[config.mk]
export PLATFORM = sky130hd
export DESIGN_NAME = multi_char_delimiter_splitter
export DESIGN_NICKNAME = d
export VERILOG_FILES = /design/src/rtl/mcds_pkg.sv /design/src/rtl/mcds_front.sv /design/src/rtl/mcds_fifo.sv /design/src/rtl/mcds_back.sv /design/src/rtl/multi_char_delimiter_splitter.sv
export SDC_FILE = /design/constraint.sdc
export NUM_CORES = 1
export LEC_CHECK = 0
export ABC_CLOCK_PERIOD_IN_PS = 9000
export BUFFER_PORTS_ARGS = -buffer_cell sky130_fd_sc_hd__buf_2
export CAP_MARGIN = 20
export CORE_MARGIN = 5
export CORE_UTILIZATION = 62
export CTS_CLUSTER_DIAMETER = 30
export DETAILED_ROUTE_END_ITERATION = 6
export PLACE_DENSITY = 0.83
export SLEW_MARGIN = 0
export SYNTH_ARGS = -nofsm -noshare
export SYNTH_HDL_FRONTEND = slang
export SYNTH_SLANG_ARGS = --single-unit
export TNS_END_PERCENT = 1
[constraint.sdc]
create_clock -name clk -period 9 [get_ports clk]
set_clock_uncertainty 0.05 [all_clocks]
set_input_delay 1.8 -clock clk [delete_from_list [all_inputs] [get_ports clk]]
set_output_delay 1.8 -clock clk [all_outputs]
set_load 0.03 [all_outputs]
[src/rtl/mcds_pkg.sv]
// Shared types and constants for the multi-character delimiter splitter.
// No dependencies; imported by every module of the block.
`default_nettype none
package mcds_pkg;

  localparam int MAX_SEP   = 8;
  localparam int MAX_LEN   = 65535;
  localparam int CNT_W     = 16;
  localparam int SYM_W     = 8;
  localparam int SEP_W     = 64;
  localparam int SLEN_W    = 4;
  localparam int CFG_AW    = 1;
  localparam int Q_DEPTH   = 4;
  localparam int Q_AW      = 2;
  localparam int OUT_DW    = 32;

  localparam logic [CFG_AW-1:0] REG_SEP_CHARS = 1'd0;
  localparam logic [CFG_AW-1:0] REG_SEP_LEN   = 1'd1;

  // One accepted item's results: an optional separator hit, an optional end.
  typedef struct packed {
    logic             hit;
    logic [CNT_W-1:0] hit_start;
    logic [CNT_W-1:0] hit_end;
    logic             hit_ovf;
    logic             ends;
    logic [CNT_W-1:0] end_start;
    logic [CNT_W-1:0] end_end;
    logic             end_ovf;
  } seg_event_t;

endpackage
`default_nettype wire

[src/rtl/mcds_front.sv]
// Front end: accepts characters, keeps the match window and offsets, and
// classifies each item into a segment event. Depends on mcds_pkg.
`default_nettype none
module mcds_front (
  input  wire logic                      clk,
  input  wire logic                      rst_n,
  input  wire logic                      acc,
  input  wire logic [mcds_pkg::SYM_W-1:0] symbol,
  input  wire logic                      carries_symbol,
  input  wire logic                      ends_string,
  input  wire logic [mcds_pkg::SEP_W-1:0] sep_chars,
  input  wire logic [mcds_pkg::SLEN_W-1:0] sep_len,
  output logic                           push,
  output mcds_pkg::seg_event_t           ev
);
  import mcds_pkg::*;

  logic [SYM_W-1:0] recent_r [MAX_SEP];
  logic [SYM_W-1:0] recent_nxt [MAX_SEP];
  logic [SYM_W-1:0] win [MAX_SEP];
  logic [CNT_W-1:0] count_r, count_nxt, seg_begin_r, seg_begin_nxt;
  logic             overflowed_r, overflowed_nxt;
  logic             sym_take, ovf_now, proc, match, hit, ovf_after;
  logic [CNT_W-1:0] cnt_new, seglen;
  logic [SLEN_W-1:0] eff_len;

  always_comb begin
    logic [SLEN_W-1:0] idx;
    sym_take  = acc && carries_symbol;
    ovf_now   = sym_take && (count_r == CNT_W'(MAX_LEN));
    proc      = sym_take && !ovf_now;
    ovf_after = overflowed_r | ovf_now;
    cnt_new   = count_r + CNT_W'(1);
    if (sep_len == '0) begin
      eff_len = SLEN_W'(1);
    end else if (sep_len > SLEN_W'(MAX_SEP)) begin
      eff_len = SLEN_W'(MAX_SEP);
    end else begin
      eff_len = sep_len;
    end
    win[0] = symbol;
    for (int j = 1; j < MAX_SEP; j++) begin
      win[j] = recent_r[j-1];
    end
    match = 1'b1;
    for (int i = 0; i < MAX_SEP; i++) begin
      idx = eff_len - SLEN_W'(1) - SLEN_W'(i);
      if ((SLEN_W'(i) < eff_len) && (win[idx[2:0]] != sep_chars[8*i +: 8])) begin
        match = 1'b0;
      end
    end
    seglen = cnt_new - seg_begin_r;
    hit    = proc && (seglen >= CNT_W'(eff_len)) && match;

    recent_nxt     = recent_r;
    count_nxt      = count_r;
    seg_begin_nxt  = seg_begin_r;
    overflowed_nxt = overflowed_r;
    if (acc) begin
      if (proc) begin
        recent_nxt = win;
        count_nxt  = cnt_new;
        if (hit) begin
          seg_begin_nxt = cnt_new;
        end
      end
      overflowed_nxt = ovf_after;
      if (ends_string) begin
        for (int j = 0; j < MAX_SEP; j++) begin
          recent_nxt[j] = '0;
        end
        count_nxt      = '0;
        seg_begin_nxt  = '0;
        overflowed_nxt = 1'b0;
      end
    end

    push         = acc && (hit || ends_string);
    ev.hit       = hit;
    ev.hit_start = seg_begin_r;
    ev.hit_end   = cnt_new - CNT_W'(eff_len);
    ev.hit_ovf   = overflowed_r;
    ev.ends      = ends_string;
    ev.end_start = hit ? cnt_new : seg_begin_r;
    ev.end_end   = proc ? cnt_new : count_r;
    ev.end_ovf   = ovf_after;
  end

  always_ff @(posedge clk) begin
    if (!rst_n) begin
      for (int j = 0; j < MAX_SEP; j++) begin
        recent_r[j] <= '0;
      end
      count_r      <= '0;
      seg_begin_r  <= '0;
      overflowed_r <= 1'b0;
    end else begin
      recent_r     <= recent_nxt;
      count_r      <= count_nxt;
      seg_begin_r  <= seg_begin_nxt;
      overflowed_r <= overflowed_nxt;
    end
  end

  a_seg_order: assert property (@(posedge clk) disable iff (!rst_n)
    seg_begin_r <= count_r) else $error("segment begins past count");
  a_end_clears: assert property (@(posedge clk) disable iff (!rst_n)
    acc && ends_string |=> count_r == '0 && !overflowed_r)
    else $error("end of string did not clear state");
  a_ovf_full: assert property (@(posedge clk) disable iff (!rst_n)
    overflowed_r |-> count_r == CNT_W'(MAX_LEN)) else $error("overflow below limit");
  a_hit_order: assert property (@(posedge clk) disable iff (!rst_n)
    push && ev.hit |-> ev.hit_start <= ev.hit_end) else $error("hit segment reversed");

endmodule
`default_nettype wire

[src/rtl/mcds_fifo.sv]
// Short event queue between front and back end.
// Depends on mcds_pkg for the event type and depth.
`default_nettype none
module mcds_fifo (
  input  wire logic                 clk,
  input  wire logic                 rst_n,
  input  wire logic                 push,
  input  wire mcds_pkg::seg_event_t push_data,
  output logic                      full,
  input  wire logic                 pop,
  output logic                      head_valid,
  output mcds_pkg::seg_event_t      head
);
  import mcds_pkg::*;

  seg_event_t          mem_r [Q_DEPTH];
  logic [Q_AW-1:0]     wptr_r, rptr_r;
  logic [Q_AW:0]       count_r, count_nxt;
  logic                do_push, do_pop;

  assign full       = (count_r == (Q_AW+1)'(Q_DEPTH));
  assign head_valid = (count_r != '0);
  assign head       = mem_r[rptr_r];
  assign do_push    = push && !full;
  assign do_pop     = pop && head_valid;

  always_comb begin
    count_nxt = count_r;
    if (do_push && !do_pop) begin
      count_nxt = count_r + (Q_AW+1)'(1);
    end else if (do_pop && !do_push) begin
      count_nxt = count_r - (Q_AW+1)'(1);
    end
  end

  always_ff @(posedge clk) begin
    if (do_push) begin
      mem_r[wptr_r] <= push_data;
    end
  end

  always_ff @(posedge clk) begin
    if (!rst_n) begin
      wptr_r  <= '0;
      rptr_r  <= '0;
      count_r <= '0;
    end else begin
      if (do_push) begin
        wptr_r <= wptr_r + Q_AW'(1);
      end
      if (do_pop) begin
        rptr_r <= rptr_r + Q_AW'(1);
      end
      count_r <= count_nxt;
    end
  end

  a_cnt_bound: assert property (@(posedge clk) disable iff (!rst_n)
    count_r <= (Q_AW+1)'(Q_DEPTH)) else $error("queue count out of range");
  a_ptr_gap: assert property (@(posedge clk) disable iff (!rst_n)
    Q_AW'(wptr_r - rptr_r) == count_r[Q_AW-1:0]) else $error("queue pointers disagree");
  a_no_lost_push: assert property (@(posedge clk) disable iff (!rst_n)
    push |-> !full) else $error("request pushed into full queue");

endmodule
`default_nettype wire

[src/rtl/mcds_back.sv]
// Back end: splits queued events into one or two segment results and
// holds them in the output register. Depends on mcds_pkg.
`default_nettype none
module mcds_back (
  input  wire logic                       clk,
  input  wire logic                       rst_n,
  input  wire logic                       head_valid,
  input  wire mcds_pkg::seg_event_t       head,
  output logic                            pop,
  output logic                            out_tvalid,
  input  wire logic                       out_tready,
  output logic [mcds_pkg::OUT_DW-1:0]     out_tdata,
  output logic                            out_tlast,
  output logic                            out_tuser
);
  import mcds_pkg::*;

  logic              valid_r, valid_nxt;
  logic              hit_sent_r, hit_sent_nxt;
  logic [CNT_W-1:0]  start_r, start_nxt, end_r, end_nxt;
  logic              last_r, last_nxt, ovf_r, ovf_nxt;
  logic              load;

  always_comb begin
    load         = head_valid && (!valid_r || out_tready);
    pop          = 1'b0;
    valid_nxt    = valid_r && !out_tready;
    hit_sent_nxt = hit_sent_r;
    start_nxt    = start_r;
    end_nxt      = end_r;
    last_nxt     = last_r;
    ovf_nxt      = ovf_r;
    if (load) begin
      valid_nxt = 1'b1;
      if (head.hit && !hit_sent_r) begin
        start_nxt = head.hit_start;
        end_nxt   = head.hit_end;
        last_nxt  = 1'b0;
        ovf_nxt   = head.hit_ovf;
        if (head.ends) begin
          hit_sent_nxt = 1'b1;
        end else begin
          pop = 1'b1;
        end
      end else begin
        start_nxt    = head.end_start;
        end_nxt      = head.end_end;
        last_nxt     = 1'b1;
        ovf_nxt      = head.end_ovf;
        hit_sent_nxt = 1'b0;
        pop          = 1'b1;
      end
    end
  end

  always_ff @(posedge clk) begin
    if (!rst_n) begin
      valid_r    <= 1'b0;
      hit_sent_r <= 1'b0;
    end else begin
      valid_r    <= valid_nxt;
      hit_sent_r <= hit_sent_nxt;
    end
    start_r <= start_nxt;
    end_r   <= end_nxt;
    last_r  <= last_nxt;
    ovf_r   <= ovf_nxt;
  end

  assign out_tvalid = valid_r;
  assign out_tdata  = {end_r, start_r};
  assign out_tlast  = last_r;
  assign out_tuser  = ovf_r;

  a_head_kind: assert property (@(posedge clk) disable iff (!rst_n)
    head_valid |-> head.hit || head.ends) else $error("queued event with no result");
  a_split_pending: assert property (@(posedge clk) disable iff (!rst_n)
    hit_sent_r |-> head_valid && head.hit && head.ends) else $error("split event lost");
  a_hit_not_last: assert property (@(posedge clk) disable iff (!rst_n)
    load && !pop |=> out_tvalid && !out_tlast) else $error("first of pair marked last");

endmodule
`default_nettype wire

[src/rtl/multi_char_delimiter_splitter.sv]
// Splits a character stream on a separator of 1 to 8 characters.
// Each result passes through the event queue and then the output register before it is valid.
// The input takes one character per cycle while the queue is not full; an item with two results gives two outputs.
// A four-entry event queue decouples the input side from output stalls.
// Reset (rst_n low, synchronous) clears the window, offsets, queue and output valid;
// sep_chars resets to zero and sep_len to one. Depends on mcds_pkg and submodules.
`default_nettype none
module multi_char_delimiter_splitter (
  input  wire logic                          clk,
  input  wire logic                          rst_n,
  input  wire logic                          in_tvalid,
  output logic                               in_tready,
  input  wire logic [7:0]                    in_tdata,   // symbol
  input  wire logic                          in_tuser,   // carries_symbol
  input  wire logic                          in_tlast,   // ends_string
  output logic                               out_tvalid,
  input  wire logic                          out_tready,
  output logic [mcds_pkg::OUT_DW-1:0]        out_tdata,  // segment_start, segment_end
  output logic                               out_tuser,  // overflow
  output logic                               out_tlast,  // last_segment
  input  wire logic                          cfg_we,
  input  wire logic [mcds_pkg::CFG_AW-1:0]   cfg_addr,
  input  wire logic [mcds_pkg::SEP_W-1:0]    cfg_wdata
);
  import mcds_pkg::*;

  logic [SEP_W-1:0]  sep_chars_r;
  logic [SLEN_W-1:0] sep_len_r;
  logic              acc, push, full, pop, head_valid;
  seg_event_t        ev, head;

  always_ff @(posedge clk) begin
    if (!rst_n) begin
      sep_chars_r <= '0;
      sep_len_r   <= SLEN_W'(1);
    end else if (cfg_we) begin
      case (cfg_addr)
        REG_SEP_CHARS: sep_chars_r <= cfg_wdata;
        REG_SEP_LEN:   sep_len_r   <= cfg_wdata[SLEN_W-1:0];
        default:       sep_len_r   <= sep_len_r;
      endcase
    end
  end

  assign in_tready = !full;
  assign acc       = in_tvalid && in_tready;

  mcds_front u_front (
    .clk            (clk),
    .rst_n          (rst_n),
    .acc            (acc),
    .symbol         (in_tdata),
    .carries_symbol (in_tuser),
    .ends_string    (in_tlast),
    .sep_chars      (sep_chars_r),
    .sep_len        (sep_len_r),
    .push           (push),
    .ev             (ev)
  );

  mcds_fifo u_fifo (
    .clk        (clk),
    .rst_n      (rst_n),
    .push       (push),
    .push_data  (ev),
    .full       (full),
    .pop        (pop),
    .head_valid (head_valid),
    .head       (head)
  );

  mcds_back u_back (
    .clk        (clk),
    .rst_n      (rst_n),
    .head_valid (head_valid),
    .head       (head),
    .pop        (pop),
    .out_tvalid (out_tvalid),
    .out_tready (out_tready),
    .out_tdata  (out_tdata),
    .out_tlast  (out_tlast),
    .out_tuser  (out_tuser)
  );

endmodule
`default_nettype wire
==> results of run 1 <==
sequential cells by signal, indices dropped and copies added (netlist names), 3 cells and up, named ones only:
register and flops:
u_front.recent_r 56, u_back.end_r 16, u_front.count_r 16, u_front.seg_begin_r 16
u_fifo.count_r 3, u_fifo.mem_r 272, u_back.start_r 16, sep_len_r 4
sep_chars_r 64
worst register-to-register path, cell delays in order, from the launching register on:
cell and delay (ns):
dfxtp_1 0.87, nand2b_1 0.23, buf_4 0.34, inv_1 0.11, ha_1 0.60, inv_1 0.14
buf_4 0.30, o21ai_0 0.31, or3_1 0.45, o211ai_1 0.16, nor2_1 0.06, or3b_1 0.40
or4_1 0.44, nor3_1 0.27, nand4_2 0.22, nand3b_1 0.29, and2_1 0.27, ha_1 0.22
inv_1 0.06, fa_1 0.37, xor2_1 0.18, or3_1 0.34, a21boi_0 0.19
cell families after synthesis:
family	count (synthesis)
and+or+nand+nor	530
DFF	474
AOI/OAI and AO/OA	359
muxes	224
buffers and inverters	191
xor gates and xnor gates	120
adders and majority gates	33
through the flow:
step | utilization | cells
final | 0.743 | 2627
after global routing | 0.742 | 2625
after CTS | 0.742 | 2623
after detailed placement | 0.656 | 2456
after global placement | 0.656 | 2456
after floorplan | - | 1931
report_power, final:
| group | internal [mW] | switching, mW |
|---|---|---|
| Sequential | 2.55 | 0.0779 |
| Combinational | 0.569 | 0.866 |
| Clock | 2.34 | 1.20 |
| Total | 5.46 | 2.15 |
metal layers:
metal | global-route usage | share of wire
met5 | 0 | 0
met4 | 0.191 | 0.068
met3 | 0.0609 | 0.077
met2 | 0.555 | 0.50
met1 | 0.387 | 0.35
layout by cell type (no fill, tap or decap), types with 27 or more instances in the layout:
master     instances
a22oi_1           69
ha_1              30
o21ai_0           62
buf_4             34
inv_1             54
nand2_1          223
nor3_1            30
a21boi_0          76
xnor2_1           71
mux2_2            50
edfxtp_1         306
nor2_1            56
dfxtp_1          166
nand3_1           27
xor2_1            47
mux4_2           122
buf_2            114
mux2i_1           52
clkbuf_16         90
a21oi_1           45
nor2b_1           78
cell type report:
type                    count  area [um2]  area share
flip-flops and latches    474       12600       0.448
multi-input cells        1266       10500       0.375
clock buffers             103        2390      0.0853
clock inverters            64         860      0.0307
repair buffers            149         853      0.0304
well taps                 511         639      0.0228
inverters                  57         216     0.00772
diodes                      3        7.51    0.000268
final timing paths:
path	cells after the start	end	start	slack (ns)
max	22	u_fifo.count_r[2]	sep_len_r[3]	2.10
min reg2reg	2	sep_chars_r[56]	sep_chars_r[56]	0.43
min	2	sep_chars_r[56]	sep_chars_r[56]	0.43
max reg2reg	22	u_fifo.count_r[2]	sep_len_r[3]	2.10
==> metrics.txt, run 1 <==
outcome=finished, final reports clean; final period utilization=0.766; Die X=206 um; Synth Area in Compound Gates=0.105; GRT Overall Usage=0.325; DP HPWL=41.9 mm; drc violations=0; Row Count=71; worst hold slack=0.435 ns; largest family of logic cells by synthesized area=multiplexers; Slew Limit Fails=0; grt total ovfl=0; area grow syn2layout=17.8%; cts hold-fix bufs=0; TritonCTS clock tree=done; WS Path Type=reg -> reg; die area=42400 um2; pre-CTS setup slack=1.84 ns; CTS Buffer Depth=3; largest net degree at the start of global routing=89; initial antenna violation count=1; crit path launch type=flop; dpl cell area=24800 um2; CP peak stage delay=0.87 ns; Setup crit end kind=flop; H-tree levels=3; Post-Syn Area=23800 um2; Via density=6.64; # port buffers=115; Worst EP required=9.49 ns; top cells by count, synth=edfxtp_1, nand2_1, dfxtp_1, mux4_2, clkbuf_1; register area share after synthesis=0.527; # clock sinks=474; yosys warns=0; Static Leakage=9.92 nW; DRT Pass-1 Iters=6; drt first-iter violations=2146; Synth Area in Simple Gates=0.109; Ports=116; Post-Synth Adder-Cell Area=0.0183; CTS Root Buffer Type=clkbuf_16; Final ANT Viol Nets=0; Slew headroom=0.228; die height=206 um; endpoints failing setup=0; number of distinct library cells after synthesis=78; drt wl/cell=26.2 um; overall routed net length=68.9 mm; synthesized instance count=1931; Synth area leaders=edfxtp_1, dfxtp_1, mux4_2, nand2_1, xnor2_1; most frequent CP cell=inv_1; number of synthesized register bits=474; worst path cell trace=nand2b_1, buf_4, inv_1, ha_1, inv_1, buf_4, o21ai_0, or3_1, o211ai_1, nor2_1, or3b_1, or4_1, nor3_1, nand4_2, nand3b_1, and2_1, ha_1, inv_1, fa_1, xor2_1, or3_1, a21boi_0; total power=7.60 mW; DR vias=17400; CP arrival=7.39 ns; layout cells sized above 1=0.244; vias in the first global route=17700; GP Congestion=1.01; min cycle time layout=6.90 ns; maximum vdd drop=0.160 mV; Post-CTS Setup Inserts=0; # fillers=2273; final instance area=28000 um2; clock latency on the worst-skew pair=0.63 ns; clock buffer count from CTS=89; cts repair resizes=0; Final TNS setup=0 ns; worst slew pin tran=1.16 ns; Cell Pwr Density=271 nW/um2; syn avg cell area=12.3 um2; worst path buffer plus inverter count=5; Worst Path Max Fanout=24; Top FF cell, synth=edfxtp_1; post-synthesis xor/xnor area fraction=0.0457; family with the most delay on the worst path=simple AND/OR/NAND/NOR gates; unrepaired setup endpoints after global routing=no; top-area cell type share of the netlist area=0.386; final setup margin=2.10 ns; area leader, netlist=edfxtp_1; Synth async-reset ratio=0; Post-synth EDFFs=306; Hold Path Class=reg -> reg; Initial Utilization=0.631; nets@finish=2150; Core Footprint=37800 um2; mux contribution to synthesized area=0.161; first-pass GRT wire length=105 mm; most frequent cell after synthesis=edfxtp_1; final hold vios=0; CTS clock-pin slew for the worst setup and hold paths=0.05 ns; Max Freq=0.145 GHz; Worst path slowest cell=dfxtp_1; max-cap viol count=0; Syn Nets=2044
No activity file was read; power rests on OpenSTA's default activity.
==> inputs of run 2 (changes only) <==
ABC_CLOCK_PERIOD_IN_PS = 6650   (was 9000)
clock period = 6.65 ns   (was 9 ns; I/O delays follow)
==> run 2 against run 1 <==
  * The run now ends with DRC left
  * Critical path depth grew 2
  * Flip-flop and latch count is the same
  * Sequential power grew 35%
  * Critical path type unchanged
  * Worst setup slack lost 1.8 ns
  * Non-clock buffer count grew 12
  * Via count shrank 1.7%
  * Global-route usage shrank 1.1 points
  * Final area shrank 0.76%
  * Utilization shrank 0.57 points
  * Clock power grew 21%
  * Cell count grew 0.19%
  * Largest power group unchanged
==> metrics.txt, run 2 (synthesis results as in run 1) <==
outcome=finished with violations; failing checks=DRC; Static Leakage=9.80 nW (-1.2%); Worst path slowest cell=dfxtp_1; final core utilization=0.737 (-0.00567); CTS clock-pin slew for the worst setup and hold paths=0.05 ns (about the same); DP HPWL=42.6 mm (+1.6%); Pint=7.01 mW (+28%); overall routed net length=66.5 mm (-3.5%); GP Congestion=1.03 (+2.7%); min cycle time layout=6.32 ns (-0.581 ns); worst path cell trace=ha_1, nand3_1, nor2_1, nand3_1, xor2_1, inv_1, ha_1, inv_1, a222oi_1, o21ai_0, a2111oi_0, o221ai_1, nor4_1, and3_1, nand4_1, a21oi_1, nor2_1, and2_1, ha_1, inv_1, fa_1, xor2_1, or3_1, a21boi_0; Worst Path Max Fanout=8 (-67%); Net Sw Frac=0.285 (+0.00234); die area=42400 um2 (unchanged); Ports=116 (unchanged); Reg power frac=0.364 (+0.018); layout cells sized above 1=0.237 (-0.00730); Inst Count DP=2468 (+0.49%); Max Freq=0.158 GHz (+9.2%); Largest regs=u_fifo.mem_r: 272 flops, sep_chars_r: 64 flops, u_front.recent_r: 56 flops; total power=9.79 mW (+29%); unrepaired setup endpoints after global routing=no; # fillers=2350 (+3.4%); Core Footprint=37800 um2 (unchanged); final instance area=27800 um2 (-0.76%); # port buffers=115 (unchanged); CTS Buffer Depth=3 (unchanged); # clock sinks=474 (unchanged); Cell Pwr Density=352 nW/um2 (+30%); drc violations=2 (+2); WS Path Type=reg -> reg; Slew headroom=0.243 (+0.0155); final hold vios=0 (unchanged); CP arrival=6.81 ns (-0.58 ns); max-cap viol count=0 (unchanged); TritonCTS clock tree=done; die height=206 um (unchanged); first-pass GRT wire length=102 mm (-2.7%); final period utilization=0.950 (+0.184); CP peak stage delay=0.58 ns (-0.29 ns); H-tree levels=3 (unchanged); Clock Power Share=0.439 (-0.026); Via density=6.51 (-1.9%); commonest non-fill, non-tap cells in the layout=edfxtp_1, nand2_1, dfxtp_1; crit path launch type=flop; Slew Limit Fails=0 (unchanged); Worst EP required=7.14 ns (-2.35 ns); Final ANT Viol Nets=0 (unchanged); vias in the first global route=17400 (-1.6%); endpoints failing setup=0 (unchanged); grt total ovfl=0 (unchanged); Setup crit end kind=flop; drt first-iter violations=1895 (-12%); clock latency on the worst-skew pair=0.63 ns (about the same); Top reg by flops=u_fifo.mem_r; nets@finish=2159 (+0.42%); initial antenna violation count=3 (+2); Die X=206 um (unchanged); maximum vdd drop=0.222 mV (+39%); worst slew pin tran=1.14 ns (-0.0232 ns); cts hold-fix bufs=0 (unchanged); largest net degree at the start of global routing=85 (-4.5%); drt wl/cell=25.3 um (-3.7%); clock buffer count from CTS=86 (-3.4%); Hold Path Class=reg -> reg; worst-case reg-to-reg path depth=24 (+9.1%); DR vias=17100 (-1.7%); commonest non-fill, non-tap cell in the layout=edfxtp_1; GRT Overall Usage=0.314 (-0.0110); max reg flops=272 (unchanged); Final TNS setup=0 ns (unchanged); Gate power share=0.198 (+0.009); CTS Root Buffer Type=clkbuf_16; DRT Pass-1 Iters=7 (+1); Row Count=71 (unchanged); Initial Utilization=0.631 (unchanged); dpl cell area=24900 um2 (+0.62%); Hold Path Depth=2 (unchanged); Switch Pwr=2.79 mW (+30%); Layout Cells excl Fill=2632 (+0.19%); area grow syn2layout=16.9%
==> run 2: final timing paths <==
check,startpoint,endpoint,slack [ns]
min reg2reg,sep_chars_r[1],sep_chars_r[1],0.44
min,sep_chars_r[1],sep_chars_r[1],0.44
max,u_front.count_r[0],u_fifo.count_r[2],0.33
max reg2reg,u_front.count_r[0],u_fifo.count_r[2],0.33
==> run 2: power by group through the flow <==
stage	registers [mW]	logic, mW	clock network (mW)
after floorplan	3.82	1.17	0
after global placement	3.59	1.87	0
after detailed placement	3.61	1.92	0
after CTS	3.56	1.95	4.33
after global routing	3.58	2.07	4.50
final	3.56	1.94	4.30
==> run 2: final cells by class <==
cell class	instances	area [um2]	share of cell area
sequential	474	12600	0.451
clock inverter	53	589	0.0212
clock buffer	108	2300	0.0826
timing repair buffer	161	998	0.0359
multi-input combinational	1266	10500	0.378
tap	511	639	0.0230
inverter	57	216	0.00778
antenna	2	5.00	0.000180
==> run 2: through the flow <==
stage	setup slack [ns]	hold slack (ns)
2_1_floorplan	-0.0514	0.404
3_3_place_gp	0.536	0.421
3_5_place_dp	0.475	0.427
4_1_cts	0.345	0.449
5_1_grt	0.00576	0.472
6_report	0.334	0.444
==> run 2: worst max-delay path: cells and delay by family, from the launching register on <==
family / cells / cell delay, ns
AO/OA/AOI/OAI: 6 / 1.54
XOR/XNOR: 2 / 0.35
adder cells (fa/ha/maj): 4 / 1.12
buffers and inverters: 3 / 0.36
flip-flops: 1 / 0.58
AND/OR/NAND/NOR: 9 / 2.25
==> run 2: metal layers <==
| layer | vias up | routed length, um | GRT usage |
|---|---|---|---|
| li1 | 7509 | - | - |
| met1 | 8469 | 24300 | 0.386 |
| met2 | 929 | 33200 | 0.530 |
| met3 | 229 | 5300 | 0.0665 |
| met4 | 2 | 3730 | 0.158 |
| met5 | - | 13 | 0 |
==> run 2: repair_timing <==
item,CTS,global route
resized for setup,0,1
setup buffers,0,0
endpoints found under the setup margin,0,2
